--- src/rtl/core/ultrasonic_range_averager_macros.svh ---
// Assertion macros for the ultrasonic range averager.
// Included by the top level; the macros expect clk and rst_n in scope.
`ifndef ULTRASONIC_RANGE_AVERAGER_MACROS_SVH
`define ULTRASONIC_RANGE_AVERAGER_MACROS_SVH
`ifndef SYNTHESIS
`define URAV_ASSERT_IMP(name, ante, cons) \
    name: assert property (@(posedge clk) disable iff (!rst_n) (ante) |-> (cons)) \
        else $error("urav: assertion failed");
`define URAV_ASSERT_NXT(name, ante, cons) \
    name: assert property (@(posedge clk) disable iff (!rst_n) (ante) |=> (cons)) \
        else $error("urav: assertion failed");
`else
`define URAV_ASSERT_IMP(name, ante, cons)
`define URAV_ASSERT_NXT(name, ante, cons)
`endif
`endif

--- src/rtl/core/urav_pkg.sv ---
// Shared types and constants of the ultrasonic range averager.
// No dependencies; imported by every module of the block.
`default_nettype none

package urav_pkg;

    localparam int MM_W = 14;
    localparam logic [MM_W-1:0] MM_MAX = 14'd11299;

    // floor(c * 10 / 58) == (c * MM_RECIP) >> MM_SHIFT for every count below 2^24.
    localparam int MM_RECIP_W = 30;
    localparam logic [MM_RECIP_W-1:0] MM_RECIP = 30'd740511605;
    localparam int MM_SHIFT = 32;

    localparam int PERIOD_W = 20;
    localparam int PULSE_W = 10;
    localparam int CFG_DATA_W = 20;
    localparam int CFG_INDEX_W = 2;
    localparam int IN_TDATA_W = 8;
    localparam int OUT_TDATA_W = 32;

    localparam logic [PERIOD_W-1:0] PERIOD_RESET = 20'd100000;
    localparam logic [PULSE_W-1:0] PULSE_RESET = 10'd10;

    typedef enum logic [CFG_INDEX_W-1:0] {
        REG_ENABLE = 2'd0,
        REG_PERIOD = 2'd1,
        REG_PULSE  = 2'd2
    } cfg_reg_t;

    typedef struct packed {
        logic                enable;
        logic [PERIOD_W-1:0] period;
        logic [PULSE_W-1:0]  pulse;
    } trig_cfg_t;

    typedef struct packed {
        logic trig;
        logic done;
    } tick_tag_t;

endpackage

`default_nettype wire

--- src/rtl/core/urav_trigger_gen.sv ---
// Periodic trigger pulse generator, advanced once per accepted tick.
// Depends on urav_pkg.
`default_nettype none

module urav_trigger_gen (
    input  logic                clk,
    input  logic                rst_n,
    input  urav_pkg::trig_cfg_t cfg,
    input  logic                step,
    output logic                trig
);
    import urav_pkg::*;

    logic [PERIOD_W-1:0] count_reg;
    logic [PERIOD_W-1:0] count_next;
    logic [PERIOD_W:0]   count_inc;

    always_comb
    begin
        count_inc  = {1'b0, count_reg} + {{PERIOD_W{1'b0}}, 1'b1};
        trig       = 1'b0;
        count_next = '0;
        if (cfg.enable)
        begin
            trig = (count_reg < {{(PERIOD_W-PULSE_W){1'b0}}, cfg.pulse});
            if (count_inc >= {1'b0, cfg.period})
            begin
                count_next = '0;
            end
            else
            begin
                count_next = count_inc[PERIOD_W-1:0];
            end
        end
    end

    always_ff @(posedge clk or negedge rst_n)
    begin
        if (!rst_n)
        begin
            count_reg <= '0;
        end
        else if (step)
        begin
            count_reg <= count_next;
        end
    end

endmodule

`default_nettype wire

--- src/rtl/core/urav_echo_timer.sv ---
// Echo edge detector and saturating pulse-width counter.
// Depends on urav_pkg.
`default_nettype none

module urav_echo_timer #(
    parameter int COUNT_WIDTH = 16
) (
    input  logic                   clk,
    input  logic                   rst_n,
    input  logic                   step,
    input  logic                   echo,
    output logic                   done,
    output logic [COUNT_WIDTH-1:0] width
);
    import urav_pkg::*;

    logic                   prev_reg;
    logic                   meas_reg;
    logic                   meas_next;
    logic [COUNT_WIDTH-1:0] cnt_reg;
    logic [COUNT_WIDTH-1:0] cnt_next;
    logic                   at_max;

    assign width  = cnt_reg;
    assign at_max = (cnt_reg == {COUNT_WIDTH{1'b1}});

    always_comb
    begin
        meas_next = meas_reg;
        cnt_next  = cnt_reg;
        done      = 1'b0;
        unique case ({echo, prev_reg})
            2'b10:
            begin
                if (!meas_reg)
                begin
                    meas_next = 1'b1;
                    cnt_next  = COUNT_WIDTH'(1);
                end
                else if (!at_max)
                begin
                    cnt_next = cnt_reg + COUNT_WIDTH'(1);
                end
            end
            2'b11:
            begin
                if (meas_reg && !at_max)
                begin
                    cnt_next = cnt_reg + COUNT_WIDTH'(1);
                end
            end
            2'b01:
            begin
                done      = meas_reg;
                meas_next = 1'b0;
                cnt_next  = '0;
            end
            2'b00:
            begin
                meas_next = meas_reg;
            end
        endcase
    end

    always_ff @(posedge clk or negedge rst_n)
    begin
        if (!rst_n)
        begin
            prev_reg <= 1'b0;
            meas_reg <= 1'b0;
            cnt_reg  <= '0;
        end
        else if (step)
        begin
            prev_reg <= echo;
            meas_reg <= meas_next;
            cnt_reg  <= cnt_next;
        end
    end

endmodule

`default_nettype wire

--- src/rtl/core/urav_range_conv.sv ---
// Pulse width to millimetre conversion by a constant reciprocal multiply.
// Depends on urav_pkg.
`default_nettype none

module urav_range_conv #(
    parameter int COUNT_WIDTH = 16
) (
    input  logic                   clk,
    input  logic                   load,
    input  logic [COUNT_WIDTH-1:0] width,
    output logic [COUNT_WIDTH-3:0] mm_raw
);
    import urav_pkg::*;

    localparam int PROD_W = COUNT_WIDTH + MM_RECIP_W;
    localparam int RAW_W = COUNT_WIDTH - 2;

    logic [PROD_W-1:0] product;
    logic [RAW_W-1:0]  mm_raw_reg;

    assign product = PROD_W'(width) * PROD_W'(MM_RECIP);
    assign mm_raw  = mm_raw_reg;

    always_ff @(posedge clk)
    begin
        if (load)
        begin
            mm_raw_reg <= product[MM_SHIFT +: RAW_W];
        end
    end

endmodule

`default_nettype wire

--- src/rtl/core/urav_ring_avg.sv ---
// Distance ring with running sum and the average by reciprocal multiply.
// Depends on urav_pkg.
`default_nettype none

module urav_ring_avg #(
    parameter int AVG_DEPTH = 10,
    parameter int RAW_W = 14
) (
    input  logic                      clk,
    input  logic                      rst_n,
    input  logic                      upd,
    input  logic                      upd_done,
    input  logic [RAW_W-1:0]          mm_raw,
    input  logic                      load_avg,
    output logic [urav_pkg::MM_W-1:0] latest,
    output logic [urav_pkg::MM_W-1:0] average
);
    import urav_pkg::*;

    localparam int IDX_W = (AVG_DEPTH > 1) ? $clog2(AVG_DEPTH) : 1;
    localparam int SUM_W = $clog2(AVG_DEPTH * int'(MM_MAX) + 1);
    localparam int AVG_SHIFT = SUM_W + $clog2(AVG_DEPTH) + 1;
    localparam int RECIP_W = AVG_SHIFT + 1;
    localparam int AVG_RECIP = (2**AVG_SHIFT + AVG_DEPTH - 1) / AVG_DEPTH;
    localparam int AVG_PROD_W = SUM_W + RECIP_W;
    localparam int CMP_W = (RAW_W > MM_W) ? RAW_W : MM_W;

    logic [MM_W-1:0]       ring_reg [AVG_DEPTH];
    logic [IDX_W-1:0]      idx_reg;
    logic [IDX_W-1:0]      idx_next;
    logic [SUM_W-1:0]      sum_reg;
    logic [SUM_W-1:0]      sum_next;
    logic [MM_W-1:0]       mm_sat;
    logic [CMP_W-1:0]      raw_ext;
    logic [MM_W-1:0]       mm3_reg;
    logic [MM_W-1:0]       mm4_reg;
    logic [AVG_PROD_W-1:0] avg_prod_reg;

    always_comb
    begin
        raw_ext = CMP_W'(mm_raw);
        if (raw_ext > CMP_W'(MM_MAX))
        begin
            mm_sat = MM_MAX;
        end
        else
        begin
            mm_sat = MM_W'(raw_ext);
        end
        sum_next = sum_reg - SUM_W'(ring_reg[idx_reg]) + SUM_W'(mm_sat);
        if (idx_reg == IDX_W'(AVG_DEPTH - 1))
        begin
            idx_next = '0;
        end
        else
        begin
            idx_next = idx_reg + IDX_W'(1);
        end
    end

    always_ff @(posedge clk or negedge rst_n)
    begin
        if (!rst_n)
        begin
            for (int i = 0; i < AVG_DEPTH; i++)
            begin
                ring_reg[i] <= '0;
            end
            idx_reg <= '0;
            sum_reg <= '0;
        end
        else if (upd && upd_done)
        begin
            ring_reg[idx_reg] <= mm_sat;
            idx_reg           <= idx_next;
            sum_reg           <= sum_next;
        end
    end

    // The sum register already holds the total that belongs to the item in the
    // middle stage, because it only changes when that stage advances.
    always_ff @(posedge clk)
    begin
        if (upd)
        begin
            mm3_reg <= mm_sat;
        end
        if (load_avg)
        begin
            mm4_reg      <= mm3_reg;
            avg_prod_reg <= AVG_PROD_W'(sum_reg) * AVG_PROD_W'(RECIP_W'(AVG_RECIP));
        end
    end

    assign latest  = mm4_reg;
    assign average = avg_prod_reg[AVG_SHIFT +: MM_W];

endmodule

`default_nettype wire

--- src/rtl/core/ultrasonic_range_averager.sv ---
// Top level of the ultrasonic range averager: configuration, pipeline control
// and output register. Depends on urav_pkg, the stage modules and the macro header.
//
//   Channel   Direction  Handshake              Contents
//   s_*       in         s_tvalid / s_tready    one echo sample per microsecond tick
//   m_*       out        m_tvalid / m_tready    trigger, sample flag, latest, average
//   cfg_*     in         cfg_we                 enable, period_ticks, pulse_ticks
//
// One tick is taken per cycle while s_tready is high; its result passes through
// four pipeline stages into the output register.
// Reset is immediate: the distance ring is held in flip-flops and cleared at once.
// A stall on the output fills empty stages first; s_tready drops only when
// every stage and the output register hold a tick.
`default_nettype none
`include "ultrasonic_range_averager_macros.svh"

module ultrasonic_range_averager #(
    parameter int AVG_DEPTH = 10,
    parameter int COUNT_WIDTH = 16
) (
    input  logic                               clk,
    input  logic                               rst_n,
    input  logic                               s_tvalid,
    output logic                               s_tready,
    // [0] echo_level, [7:1] zero
    input  logic [urav_pkg::IN_TDATA_W-1:0]    s_tdata,
    output logic                               m_tvalid,
    input  logic                               m_tready,
    // [0] trigger_level, [1] sample_valid, [15:2] latest_mm, [29:16] average_mm
    output logic [urav_pkg::OUT_TDATA_W-1:0]   m_tdata,
    input  logic                               cfg_we,
    input  logic [urav_pkg::CFG_INDEX_W-1:0]   cfg_index,
    input  logic [urav_pkg::CFG_DATA_W-1:0]    cfg_data
);
    import urav_pkg::*;

    localparam int RAW_W = COUNT_WIDTH - 2;

    trig_cfg_t              cfg_reg;
    logic                   v1_reg;
    logic                   v2_reg;
    logic                   v3_reg;
    logic                   v4_reg;
    logic                   m_valid_reg;
    logic                   en1;
    logic                   en2;
    logic                   en3;
    logic                   en4;
    logic                   en_out;
    logic                   accept;
    tick_tag_t              tag1_reg;
    tick_tag_t              tag2_reg;
    tick_tag_t              tag3_reg;
    tick_tag_t              tag4_reg;
    logic [COUNT_WIDTH-1:0] width1_reg;
    logic                   trig;
    logic                   done;
    logic [COUNT_WIDTH-1:0] width;
    logic [RAW_W-1:0]       mm_raw;
    logic [MM_W-1:0]        latest;
    logic [MM_W-1:0]        average;
    logic                   out_trig_reg;
    logic                   out_sample_reg;
    logic [MM_W-1:0]        out_latest_reg;
    logic [MM_W-1:0]        out_avg_reg;

    always_ff @(posedge clk or negedge rst_n)
    begin
        if (!rst_n)
        begin
            cfg_reg.enable <= 1'b0;
            cfg_reg.period <= PERIOD_RESET;
            cfg_reg.pulse  <= PULSE_RESET;
        end
        else if (cfg_we)
        begin
            unique case (cfg_reg_t'(cfg_index))
                REG_ENABLE: cfg_reg.enable <= cfg_data[0];
                REG_PERIOD: cfg_reg.period <= cfg_data[PERIOD_W-1:0];
                REG_PULSE:  cfg_reg.pulse  <= cfg_data[PULSE_W-1:0];
                default:    cfg_reg.enable <= cfg_reg.enable;
            endcase
        end
    end

    assign en_out   = ~m_valid_reg | m_tready;
    assign en4      = ~v4_reg | en_out;
    assign en3      = ~v3_reg | en4;
    assign en2      = ~v2_reg | en3;
    assign en1      = ~v1_reg | en2;
    assign s_tready = en1;
    assign accept   = s_tvalid & en1;

    urav_trigger_gen u_trigger (
        .clk   (clk),
        .rst_n (rst_n),
        .cfg   (cfg_reg),
        .step  (accept),
        .trig  (trig)
    );

    urav_echo_timer #(
        .COUNT_WIDTH (COUNT_WIDTH)
    ) u_echo (
        .clk   (clk),
        .rst_n (rst_n),
        .step  (accept),
        .echo  (s_tdata[0]),
        .done  (done),
        .width (width)
    );

    urav_range_conv #(
        .COUNT_WIDTH (COUNT_WIDTH)
    ) u_conv (
        .clk    (clk),
        .load   (en2),
        .width  (width1_reg),
        .mm_raw (mm_raw)
    );

    urav_ring_avg #(
        .AVG_DEPTH (AVG_DEPTH),
        .RAW_W     (RAW_W)
    ) u_ring (
        .clk      (clk),
        .rst_n    (rst_n),
        .upd      (en3 & v2_reg),
        .upd_done (tag2_reg.done),
        .mm_raw   (mm_raw),
        .load_avg (en4),
        .latest   (latest),
        .average  (average)
    );

    always_ff @(posedge clk or negedge rst_n)
    begin
        if (!rst_n)
        begin
            v1_reg      <= 1'b0;
            v2_reg      <= 1'b0;
            v3_reg      <= 1'b0;
            v4_reg      <= 1'b0;
            m_valid_reg <= 1'b0;
            tag1_reg    <= '0;
            tag2_reg    <= '0;
            tag3_reg    <= '0;
            tag4_reg    <= '0;
        end
        else
        begin
            if (en1)
            begin
                v1_reg   <= s_tvalid;
                tag1_reg <= '{trig: trig, done: done};
            end
            if (en2)
            begin
                v2_reg   <= v1_reg;
                tag2_reg <= tag1_reg;
            end
            if (en3)
            begin
                v3_reg   <= v2_reg;
                tag3_reg <= tag2_reg;
            end
            if (en4)
            begin
                v4_reg   <= v3_reg;
                tag4_reg <= tag3_reg;
            end
            if (en_out)
            begin
                m_valid_reg <= v4_reg;
            end
        end
    end

    always_ff @(posedge clk)
    begin
        if (en1)
        begin
            width1_reg <= width;
        end
    end

    // The latest and average fields keep the last reported values between samples.
    always_ff @(posedge clk or negedge rst_n)
    begin
        if (!rst_n)
        begin
            out_trig_reg   <= 1'b0;
            out_sample_reg <= 1'b0;
            out_latest_reg <= '0;
            out_avg_reg    <= '0;
        end
        else if (en_out && v4_reg)
        begin
            out_trig_reg   <= tag4_reg.trig;
            out_sample_reg <= tag4_reg.done;
            if (tag4_reg.done)
            begin
                out_latest_reg <= latest;
                out_avg_reg    <= average;
            end
        end
    end

    assign m_tvalid = m_valid_reg;
    assign m_tdata  = {2'b00, out_avg_reg, out_latest_reg, out_sample_reg, out_trig_reg};

    `URAV_ASSERT_IMP(a_ready_when_out_empty, !m_tvalid, s_tready)
    `URAV_ASSERT_IMP(a_latest_in_range, m_tvalid, m_tdata[15:2] <= MM_MAX)
    `URAV_ASSERT_IMP(a_average_in_range, m_tvalid, m_tdata[29:16] <= MM_MAX)
    `URAV_ASSERT_NXT(a_drain_when_empty, m_tvalid && m_tready && !v4_reg, !m_tvalid)

endmodule

`default_nettype wire
--- config.mk ---
export PLATFORM = sky130hd
export DESIGN_NAME = ultrasonic_range_averager
export DESIGN_NICKNAME = d
export VERILOG_FILES = /design/src/rtl/core/urav_pkg.sv /design/src/rtl/core/urav_trigger_gen.sv /design/src/rtl/core/urav_echo_timer.sv /design/src/rtl/core/urav_range_conv.sv /design/src/rtl/core/urav_ring_avg.sv /design/src/rtl/core/ultrasonic_range_averager.sv
export VERILOG_INCLUDE_DIRS = /design/src /design/src/rtl/core
export SDC_FILE = /design/constraint.sdc
export NUM_CORES = 1
export LEC_CHECK = 0
export BUFFER_PORTS_ARGS = -buffer_cell sky130_fd_sc_hd__buf_2
export CORE_UTILIZATION = 40
export CTS_BUF_LIST = sky130_fd_sc_hd__clkbuf_16
export DETAILED_ROUTE_END_ITERATION = 7
export PLACE_DENSITY_LB_ADDON = 0.3
export SKIP_LAST_GASP = 1
export SYNTH_ARGS = -nofsm -noshare
export SYNTH_HDL_FRONTEND = slang
export SYNTH_HIERARCHICAL = 1
export SYNTH_SLANG_ARGS = --single-unit
export TNS_END_PERCENT = 50
--- constraint.sdc ---
create_clock -name clk -period 12.5 [get_ports clk]
set_input_delay 0.625 -clock clk [delete_from_list [all_inputs] [get_ports clk]]
set_output_delay 0.625 -clock clk [all_outputs]
set_load 0.02 [all_outputs]
==> results.md, run 1 <==
* Status: finished, final reports clean
* Area Overhead vs Synth at 8.65%
* Clock-pin slew on the worst setup and hold paths at 0.06 ns
* Slowest-stage cell, CP: fa_1
* Setup-failing EPs final at 0
* Setup crit end: u_conv/mm_raw[13]
* Slew HR at 0.180
* Layout cell share with drive strength beyond 1 at 0.101
* RR Endpoint: u_conv/mm_raw[13]
* CTS root buf: clkbuf_16
* Distinct cells, synth at 95
* # hold bufs at CTS at 0
* CP startpoint: width1_reg[14]
* DRC Markers at 0
* Fin. Hold Viols at 0
* Drt total wl at 61.6 mm
* Die H at 269 um
* Yosys Warn Count at 6
* Worst slew pin tran at 1.23 ns
* Max reg flops at 140
* GRT Total Usage at 0.178
* EDFF count, synth at 72
* Max-slew violations at 0
* Worst Skew at 0.0376 ns
* Ys flop type: dfrtp_1
* Cells after Synth at 2697
* Clk_lat worst skew at 0.58 ns
* Resize count post-CTS at 0
* FF+latch count, synth at 345
* CP most frequent cell: fa_1
* Final ANT Viol Nets at 0
* Minimum clock period at 6.51 ns
* H-tree depth at 2
* Most instantiated library cell after synthesis: inv_1
* Fill cells at 6708
* Required time worst endpoint at 12.81 ns
* Post-synthesis sequential area ratio at 0.316
* I/O pin count at 69
* Startpoint types: flop
* Max Root-Sink Buffers at 3
* Total gr overflow at 0
* Largest cells by area after synthesis: dfrtp_1 23%, fa_1 18%, ha_1 16%
* Number of diodes at 0
* Largest area contributor in the netlist: dfrtp_1
* Die X at 269 um
* Clock sinks at 345
* Post-synth top area share at 0.233
* Average size of a mapped cell at 10.5 sq um
* Vias per cell at 5.10
* Top fanout value on the critical path at 11
* Largest net degree at the start of global routing at 172
* TritonCTS clock tree: yes
* RSZ-0062 raised after global routing: false
* Core area at 0.0701 sq mm
* Die footprint at 0.0722 sq mm
* Max cap viols at 0
* IO Port Bufs at 59
* Row count at 97
* Reg-to-reg critical path startpoint: width1_reg[14]
* TritonRoute pass-1 iters at 5
* Initial antenna violation count at 0
* WP data arrival at 6.82 ns
* CP endpoint kind: flop
* DR iter-0 viols at 986
* Setup repair bufs after CTS at 0
* WL/cell at 16.7 um
* Starting density of the core at 0.406
* Commonest cells in the netlist: 521 x inv_1, 362 x ha_1, 265 x dfrtp_1, 257 x fa_1, 253 x nand2_1
* Setup TNS at 0 ns
* Post-DP HPWL at 48.4 mm
* Worst-path cell chain: fa_1, inv_1, fa_1, inv_1, fa_1, fa_1, fa_1, inv_1, fa_1, inv_1, ha_1, a21oi_1, o21ai_0, a21oi_1, a21oi_1, nor3_1, o31ai_1, xnor2_1
* FFs w/ async S/R, synth at 0.791
* Total CTS buffers at 39
* Via count at 18900
* Routability cong. at 0.965
* Nets at 3382
* Max stage delay on crit path at 0.73 ns
* Worst reg-to-reg path cell count at 18
* Period utilization at 0.521
* Synth Cell Area at 0.0285 sq mm
* First-pass GRT wire length at 102 mm
* Worst reg2reg setup slack at 5.99 ns
* Critical path type: reg -> reg
* Min-Delay Path Class: in -> async
* Achievable Freq at 154 MHz
* Vias in the first global route at 19500
-- final cells by class --
class	count	area (sq um)	share of cell area
Clock inverter	31	295	0.00955
Timing Repair Buffer	66	370	0.0120
Inverter	524	1970	0.0636
Tap cell	940	1180	0.0380
Clock buffer	39	976	0.0316
Sequential cell	345	9000	0.291
Multi-Input combinational cell	1752	17100	0.554
-- worst min path at each step --
stage,startpoint,to,slack (ns)
2_1_floorplan,rst_n,cfg_reg[0],0.33
3_3_place_gp,u_ring/mm3_reg[3],u_ring/latest[3],0.40
3_5_place_dp,u_ring/mm3_reg[3],u_ring/latest[3],0.41
4_1_cts,rst_n,out_avg_reg[2],0.08
5_1_grt,rst_n,out_avg_reg[2],0.13
6_report,rst_n,out_avg_reg[0],0.05
-- critical path, delay by kind of cell (launching register included) --
| family | cells | cell delay [ns] |
|---|---|---|
| fa+ha+maj | 7 | 3.68 |
| compound gates | 5 | 0.88 |
| flops | 1 | 0.67 |
| simple gates | 1 | 0.59 |
| buf+inv | 4 | 0.27 |
| xor+xnor | 1 | 0.17 |
-- logic make-up (layout without fill, tap and decap cells) --
logic type,Yosys count,count (layout),share of synthesized area
compound gates,468,468,0.0990
simple gates,484,484,0.0851
xor+xnor,61,61,0.0190
other cells,1,2,0.000132
mux,118,118,0.0583
fa+ha+maj,619,619,0.340
flops,345,345,0.316
buf+inv,601,660,0.0820
-- stage by stage --
stage	cells	instance area [sq um]	utilization	worst slack, ns	hold slack, ns
6_report	3697	30900	0.441	5.99	0.0463
2_1_floorplan	2698	28500	-	6.87	0.329
3_3_place_gp	3627	29600	0.423	6.07	0.401
5_1_grt	3697	30900	0.441	5.68	0.127
4_1_cts	3697	30900	0.441	5.95	0.0807
3_5_place_dp	3627	29600	0.423	5.95	0.405
-- cell usage in the layout, fill, tap and decap left out, types with 7 or more instances in the layout --
| cell | synthesis | layout |
|---|---|---|
| o21a_1 | 8 | 8 |
| inv_1 | 521 | 537 |
| nand2b_1 | 16 | 16 |
| mux4_2 | 28 | 28 |
| o21ai_1 | 19 | 19 |
| edfxtp_1 | 72 | 72 |
| nor2b_1 | 12 | 11 |
| and2_1 | 7 | 7 |
| nand3_1 | 29 | 29 |
| or2_2 | 8 | 8 |
| a31oi_1 | 16 | 16 |
| mux2_4 | 10 | 10 |
| xnor2_1 | 39 | 39 |
| buf_2 | 15 | 58 |
| o21bai_1 | 7 | 7 |
| nor3_1 | 22 | 22 |
| dfstp_2 | 8 | 8 |
| ha_1 | 362 | 362 |
| mux2_2 | 62 | 62 |
| dfrtp_1 | 265 | 264 |
| and3_1 | 8 | 8 |
| mux2i_1 | 18 | 18 |
| a21oi_1 | 85 | 85 |
| fa_1 | 257 | 257 |
| xor2_1 | 21 | 21 |
| o2bb2ai_1 | 10 | 10 |
| clkbuf_16 | 0 | 39 |
| nor2_1 | 56 | 56 |
| nand2_1 | 253 | 253 |
| a22oi_1 | 15 | 15 |
| a21o_1 | 23 | 23 |
| o31ai_1 | 8 | 8 |
| nand4_1 | 19 | 19 |
| o21ai_0 | 218 | 218 |
-- metal layers --
layer  vias up  share of wire  track usage
li1       9012              -            -
met1      9396           0.45        0.239
met2       361           0.48        0.299
met3        95          0.046       0.0268
met4         0          0.024       0.0484
met5         -              0            0
Power of run 1 is not shown: default switching activity piles up to over one toggle a cycle in this logic, so the estimate is an artifact.
==> run 2: changes to the inputs <==
==> constraint.sdc (replaced) <==
create_clock -name clk -period 6.58 [get_ports clk]
set_input_delay 0.329 -clock clk [delete_from_list [all_inputs] [get_ports clk]]
set_output_delay 0.329 -clock clk [all_outputs]
set_load 0.02 [all_outputs]
==> results.md, run 2 (same netlist as run 1, synthesis figures left out) <==
* Max-slew violations at 0
* Max cap viols at 0
* H-tree depth at 2
* Die X at 269 um
* Final ANT Viol Nets at 0
* Post-DP HPWL at 50.6 mm
* Post-route core utilization at 0.445
* Top fanout value on the critical path at 7
* Hold wc startpoint: cfg_data[6]
* Setup repair bufs after CTS at 0
* CP endpoint kind: flop
* Setup-failing EPs final at 0
* IO Port Bufs at 59
* GRT Total Usage at 0.183
* Worst Hold End: cfg_reg[6]
* Die footprint at 0.0722 sq mm
* Number of diodes at 0
* Max Root-Sink Buffers at 3
* Drt total wl at 63.8 mm
* Slew HR at 0.191
* Achievable Freq at 159 MHz
* Clock-pin slew on the worst setup and hold paths at 0.06 ns
* Most frequent cells in the layout: 532 x inv_1, 362 x ha_1, 264 x dfrtp_1
* Setup TNS at 0 ns
* Total gr overflow at 0
* Nets at 3418
* Via count at 19000
* Post-Place Cell Area at 0.0298 sq mm
* Max reg flops at 140
* Initial antenna violation count at 0
* CTS root buf: clkbuf_16
* Worst reg2reg setup slack at 0.30 ns
* Hold WS at 0.0288 ns
* Core area at 0.0701 sq mm
* Minimum clock period at 6.28 ns
* Worst reg-to-reg path cell count at 18
* TritonRoute pass-1 iters at 6
* Min-Delay Path Class: in -> reg
* Layout cell share with drive strength beyond 1 at 0.108
* Startpoint types: flop
* Commonest non-fill, non-tap cell in the layout: inv_1
* First-pass GRT wire length at 104 mm
* Worst Hold Depth at 2
* Period utilization at 0.955
* Row count at 97
* RR Endpoint: u_conv/mm_raw[10]
* Worst Skew at 0.0339 ns
* Status: finished, final reports clean
* Die H at 269 um
* Fin. Hold Viols at 0
* DR iter-0 viols at 1045
* Critical path type: reg -> reg
* Clk_lat worst skew at 0.57 ns
* RSZ-0062 raised after global routing: false
* Starting density of the core at 0.406
* Largest net degree at the start of global routing at 171
* DRC Markers at 0
* Reg-to-reg critical path startpoint: width1_reg[10]
* Routability cong. at 0.921
* Clock sinks at 345
* TritonCTS clock tree: yes
* Required time worst endpoint at 6.95 ns
* Final Instance Area at 0.0312 sq mm
* Total CTS buffers at 39
* Vias in the first global route at 19800
* WP data arrival at 6.65 ns
* I/O pin count at 69
* WL/cell at 17.1 um
* Vias per cell at 5.07
* Worst slew pin tran at 1.21 ns
* Area Overhead vs Synth at 9.65%
[run 2: cell count changes in the layout (fill, tap and decap cells not counted)]
cell / change
inv_16: -2
nor3_2: +1
nor3_1: -1
bufinv_16: -1
dlygate4sd3_1: +15
inv_6: +1
buf_4: +21
clkinv_2: +2
inv_8: +1
clkinv_8: +1
inv_1: -5
clkinv_1: +4
[run 2: per-stage QoR]
step / std cells / setup slack (ns)
after floorplan: 2698 / 0.947
after global placement: 3648 / 0.308
after detailed placement: 3648 / 0.281
after CTS: 3734 / 0.247
after global routing: 3734 / 0.0489
final: 3734 / 0.297
[run 2: layer usage]
metal / GRT usage / vias up / part of all wire
met5: 0 / - / 0
met4: 0.0473 / 0 / 0.024
met3: 0.0317 / 92 / 0.044
met2: 0.312 / 353 / 0.48
met1: 0.241 / 9414 / 0.45
li1: - / 9091 / -
[run 2: worst max path at each step]
stage	from	end	slack [ns]	depth (start not counted)
2_1_floorplan	width1_reg[10]	u_conv/mm_raw[12]	0.95	18
3_3_place_gp	width1_reg[10]	u_conv/mm_raw[9]	0.31	19
3_5_place_dp	width1_reg[10]	u_conv/mm_raw[9]	0.28	19
4_1_cts	width1_reg[10]	u_conv/mm_raw[9]	0.25	19
5_1_grt	width1_reg[8]	u_conv/mm_raw[11]	0.05	20
6_report	width1_reg[10]	u_conv/mm_raw[10]	0.30	18
[run 2: worst max-delay path, cell delays in order, from the launching register on]
cell and delay, ns:
edfxtp_1 0.56, fa_1 0.69, fa_1 0.49, fa_1 0.55, inv_1 0.06, fa_1 0.53
inv_1 0.06, fa_1 0.53, inv_1 0.05, fa_1 0.62, inv_1 0.07, ha_1 0.34
and2_1 0.17, nor2b_1 0.13, a221oi_1 0.27, o21ai_1 0.11, o2111ai_1 0.41, nand2_1 0.15
a311oi_1 0.29
[run 2: repair_timing]
action / CTS / global route
hold buffers: 15 / 0
endpoints found under the hold margin: 120 / 0
gates resized for setup: 0 / 1
endpoints found under the setup margin: 0 / 1
[run 2: area by class of cell]
cell class	instances	area (sq um)
repair buffers	102	678
fillers	6666	39000
clock inverters	32	268
well taps	940	1180
inverters	524	1970
clock buffers	39	976
multi-input cells	1752	17100
flip-flops and latches	345	9000
Power of run 2 is left out for the same reason.
